`config.mk`:
```
export PLATFORM = sky130hd
export DESIGN_NAME = hog_queue
export DESIGN_NICKNAME = d
export VERILOG_FILES = /design/src/hw/rtl/hog_pkg.sv /design/src/hw/rtl/hog_queue.sv
export SDC_FILE = /design/constraint.sdc
export NUM_CORES = 1
export LEC_CHECK = 0
export ABC_AREA = 1
export BUFFER_PORTS_ARGS = -buffer_cell sky130_fd_sc_hd__clkbuf_2
export CORE_MARGIN = 4
export CORE_UTILIZATION = 50
export DETAILED_ROUTE_END_ITERATION = 7
export PLACE_DENSITY = 0.73
export SYNTH_ARGS = -nofsm -noshare
export SYNTH_HDL_FRONTEND = slang
export SYNTH_SLANG_ARGS = --single-unit
export TNS_END_PERCENT = 20
```
`constraint.sdc`:
```
create_clock -name clk -period 2.5 [get_ports clk]
set_input_delay 0.375 -clock clk [delete_from_list [all_inputs] [get_ports clk]]
set_output_delay 0.375 -clock clk [all_outputs]
set_load 0.02 [all_outputs]
```
`src/hw/rtl/hog_pkg.sv`:
```
`timescale 1ns / 1ps
`default_nettype none
// ---------------------------------------------------------------------------
// hog_pkg
// Shared constants, codes and types of the cell orientation histogram block.
// ---------------------------------------------------------------------------
package hog_pkg;

  localparam int CELL_SIZE   = 16;
  localparam int CELL_SHIFT  = $clog2(CELL_SIZE);
  localparam int MAX_CELLS_X = 16;
  localparam int MAX_CELLS_Y = 16;
  localparam int NUM_BINS    = 8;

  localparam int PIX_W     = 8;
  localparam int GRAD_W    = PIX_W + 1;
  localparam int CFG_W     = 5;
  localparam int LINE_W    = CELL_SIZE * MAX_CELLS_X;
  localparam int COL_W     = $clog2(LINE_W);
  localparam int ROW_W     = $clog2(CELL_SIZE * MAX_CELLS_Y);
  localparam int LINE_AW   = COL_W + 1;
  localparam int CELL_W    = $clog2(MAX_CELLS_X * MAX_CELLS_Y);
  localparam int OCT_W     = $clog2(NUM_BINS);
  localparam int BIN_AW    = CELL_W + OCT_W;
  localparam int BIN_DEPTH = MAX_CELLS_X * MAX_CELLS_Y * NUM_BINS;
  localparam int BIN_W     = 22;

  // magnitude: sqrt of (gx^2+gy^2)*256, 13 root bits, one bit per cycle
  localparam int SUMSQ_W = 2 * PIX_W + 1;
  localparam int SQRT_IT = 13;
  localparam int IT_W    = $clog2(SQRT_IT);
  localparam int RAD_W   = 2 * SQRT_IT;
  localparam int REM_W   = SQRT_IT + 3;
  localparam int MAG_W   = SQRT_IT + 1;

  localparam int QUEUE_DEPTH = 4;
  localparam int QPTR_W      = $clog2(QUEUE_DEPTH);

  typedef enum logic [1:0] {
    OP_PIXEL = 2'd0,
    OP_READ  = 2'd1,
    OP_START = 2'd2,
    OP_NONE  = 2'd3
  } op_t;

  typedef enum logic [1:0] {
    JOB_ACCUM = 2'd0,
    JOB_READ  = 2'd1,
    JOB_CLEAR = 2'd2
  } job_kind_t;

  // for an accumulate job idx carries the cell in its upper bits
  typedef struct packed {
    job_kind_t          kind;
    logic [BIN_AW-1:0]  idx;
    logic signed [GRAD_W-1:0] gx;
    logic signed [GRAD_W-1:0] gy;
  } job_t;

  typedef enum logic [1:0] {
    F_IDLE,
    F_RD,
    F_GX,
    F_LAST
  } front_state_t;

  typedef enum logic [2:0] {
    B_CLR,
    B_IDLE,
    B_RD,
    B_RESP,
    B_SQR,
    B_ITER,
    B_RND,
    B_WR
  } back_state_t;

endpackage
`default_nettype wire

```
`src/hw/rtl/hog_queue.sv`:
```
`timescale 1ns / 1ps
`default_nettype none
// ---------------------------------------------------------------------------
// hog_queue
// Short job queue between the front and the back.
// ---------------------------------------------------------------------------
module hog_queue (
  input  logic          clk,
  input  logic          rst,
  input  logic          push,
  input  hog_pkg::job_t push_job,
  output logic          push_ready,
  input  logic          pop,
  output hog_pkg::job_t head,
  output logic          head_valid
);
  import hog_pkg::*;

  job_t               entries [QUEUE_DEPTH];
  logic [QPTR_W-1:0]  wr_ptr, rd_ptr;
  logic [QPTR_W:0]    count;
  logic               do_push, do_pop;

  assign push_ready = (count != (QPTR_W + 1)'(QUEUE_DEPTH));
  assign head_valid = (count != '0);
  assign head       = entries[rd_ptr];
  assign do_push    = push && push_ready;
  assign do_pop     = pop && head_valid;

  always_ff @(posedge clk) begin
    if (rst) begin
      wr_ptr <= '0;
      rd_ptr <= '0;
      count  <= '0;
    end else begin
      if (do_push) begin
        wr_ptr <= wr_ptr + QPTR_W'(1);
      end
      if (do_pop) begin
        rd_ptr <= rd_ptr + QPTR_W'(1);
      end
      if (do_push && !do_pop) begin
        count <= count + (QPTR_W + 1)'(1);
      end else if (do_pop && !do_push) begin
        count <= count - (QPTR_W + 1)'(1);
      end
    end
  end

  always_ff @(posedge clk) begin
    if (do_push) begin
      entries[wr_ptr] <= push_job;
    end
  end

  a_no_pop_empty: assert property (@(posedge clk) disable iff (rst)
    pop |-> head_valid)
    else $error("job queue popped while empty");

  a_count_up: assert property (@(posedge clk) disable iff (rst)
    (do_push && !do_pop) |=> count == $past(count) + (QPTR_W + 1)'(1))
    else $error("job queue count did not follow a push");

  a_ptr_gap: assert property (@(posedge clk) disable iff (rst)
    (count != (QPTR_W + 1)'(QUEUE_DEPTH)) |-> (wr_ptr - rd_ptr) == count[QPTR_W-1:0])
    else $error("job queue pointers disagree with count");

endmodule
`default_nettype wire

```
==> metrics <==
largest family of logic cells by synthesized area=compound AO/OA/AOI/OAI gates; DR vias/cell=5.238; share of the synthesized area in the top cell type=0.7218; TritonRoute pass-1 iters=4; Total Wirelength=9787 um; Post-CTS Resized=0; drc violations=0; cts hold-fix bufs=0; sequential area share after synthesis=0.7567; largest stage delay on the critical path=510 ps; WP data required=2120 ps; post-synthesis cell area=5159 um^2; vias in the first global route=3,112; Clock transition at path regs=60 ps; max_cap viols=0; worst-margin pin slew=613.1 ps; DRT antenna net count=0; hold depth=1; core box area=9910 um^2; area delta synth->final=19.96%; Ys Warns=0; cell count after synthesis=368; mux contribution to synthesized area=0; vias after detailed routing=3,080; final setup vio count=0; Power per Cell Area=1133 nW/um^2; commonest non-fill, non-tap cells in the layout=edfxtp_1, nor2_1, clkbuf_2, o21ai_1, o22ai_1; FF-to-FF Start=count[1]$_SDFFE_PP0P_; Antenna diodes=0; TritonCTS Buffers=17; endpoint class of the critical path=output port; htree depth=4; WHS Endpoint=entries[3][28]$_DFFE_PP_; Clock Path Buffers=2; period utilization=0.9030; WP buf/inv=2; complex-gate fraction of the synthesized area=0.1016; fmax=443.0 MHz; Worst EP arrival=1880 ps; CTS root buf=clkbuf_8; HP Start=push_job[28]; synth top area cells=edfxtp_1, o21ai_1, nor2_1; Mapped Nets=409; CTS Sinks=133; fin. max-slew vios=0; DP HPWL=5703 um; CP Cell Sequence=buf_4, o21ai_1, o22ai_1, clkbuf_2; HP Class=in2reg; simple-gate share of the synthesized area=0.07883; RSZ-0062 raised after global routing=no; Rel. slew slack=0.5903; Starting Density=0.5206; insertion delay to the later sink of the worst-skew pair=500 ps; Critical-path top delay cell=dfxtp_2; critical path's top delay family=buffers and inverters; Peak VDD IR=0.6226 mV; Seq cells post-synth=133; first-pass GRT wire length=15,740 um; Final Wtd Congestion=0.7482; IO Port Bufs=67; minimum clock period=2257 ps; Die Area=12,010 um^2; Row Count=36; post-synthesis adder-cell area fraction=0.01601; syn_area_per_cell=14.02 um^2; Pleak=2.258 nW; Total GRT Usage=0.1766; xor/xnor cell area share of the yosys netlist=0.001698; initial antenna violation count=0; DIE WIDTH=109.6 um; pin count of the biggest net entering global routing=63; status=finished clean; total negative slack=0 ps; Post-CTS Setup Repair Bufs=0; die height=109.6 um; # nets final=483; share of cells above drive strength 1=0.2659; worst setup path category=reg2out; Iteration-0 DRC Markers=217; worst r2r dst=count[1]$_SDFFE_PP0P_; Routed WL per cell=16.64 um; Total Power=7.011 mW; crit-path max FO=18; synth unique cells=21; Reg2Reg Depth=9; worst reg-to-reg setup slack=610 ps; final count of hold timing violations=0; TritonCTS clock tree=built; Layout Skew=5.638 ps; cell taking the most area after synthesis=edfxtp_1; commonest non-fill, non-tap cell in the layout=edfxtp_1; global route overflow=0; critical path launch point type=flip-flop; # IOs=68
## through the flow
stage / util / area [um^2] / instances / setup WS (ps) / hold WS, ps
2_1_floorplan: - / 5159 / 368 / 97.75 / 444.1
3_3_place_gp: 0.5643 / 5592 / 556 / 596.3 / 480.0
3_5_place_dp: 0.5643 / 5592 / 556 / 578.9 / 502.7
4_1_cts: 0.6241 / 6185 / 588 / 20.75 / 58.52
5_1_grt: 0.6245 / 6188 / 588 / 131.7 / 66.63
6_report: 0.6245 / 6188 / 588 / 242.5 / 83.53
## synthesized netlist by cell type
master and number:
a21oi_1 3, ha_1 5, nand3_1 4, nor2_1 75, nand3b_1 1, inv_2 3
inv_1 12, buf_2 6, nand2_1 11, nand2_4 4, dfxtp_1 9, buf_4 3
inv_8 1, nor2_4 1, o22ai_1 31, o21ai_0 3, edfxtp_1 124, buf_6 10
o21ai_1 60, fa_1 1, xor2_1 1
## how the worst max path moves through the flow
stage          slack, ps                       to  depth (start not counted)
6_report             240                  head[5]                          4
5_1_grt              130                  head[5]                          4
4_1_cts               20                 head[26]                          4
3_5_place_dp         580                 head[26]                          4
3_3_place_gp         600                 head[26]                          4
2_1_floorplan        100  entries[1][0]$_DFFE_PP_                          4
## report_power, final
part / internal (mW) / switching, mW
clock: 1.52 / 0.931
combinational: 0.528 / 1.21
sequential: 2.71 / 0.108
total: 4.76 / 2.25
## cells by family (layout without fill, tap and decap cells)
| family | Yosys count | in the layout |
|---|---|---|
| flip-flops | 133 | 133 |
| AO/OA/AOI/OAI | 97 | 97 |
| AND/OR/NAND/NOR | 96 | 96 |
| buffers and inverters | 35 | 122 |
| adder cells (fa/ha/maj) | 6 | 6 |
| XOR/XNOR | 1 | 1 |
## flip-flops by register name, indices dropped and copies added, names as in the netlist, named ones only
register / flops
count: 3
wr_ptr: 2
entries: 124
rd_ptr: 2
## layout make-up
type | instances | area, um^2
tap | 133 | 166.4
clock inverter | 15 | 178.9
inverter | 16 | 70.07
timing repair buffer | 74 | 400.4
sequential | 133 | 3906
multi-input combinational | 200 | 1052
clock buffer | 17 | 414.1
fill | 739 | 3721
## metal layers
metal / global-route usage / routed length, um / vias up
met1: 0.2285 / 4259 / 1484
met3: 0.05989 / 628 / 4
met5: 0 / 0 / -
met4: 0.05076 / 61 / 0
li1: - / - / 1501
met2: 0.2855 / 4836 / 91
No activity file was read; power rests on OpenSTA's default activity.
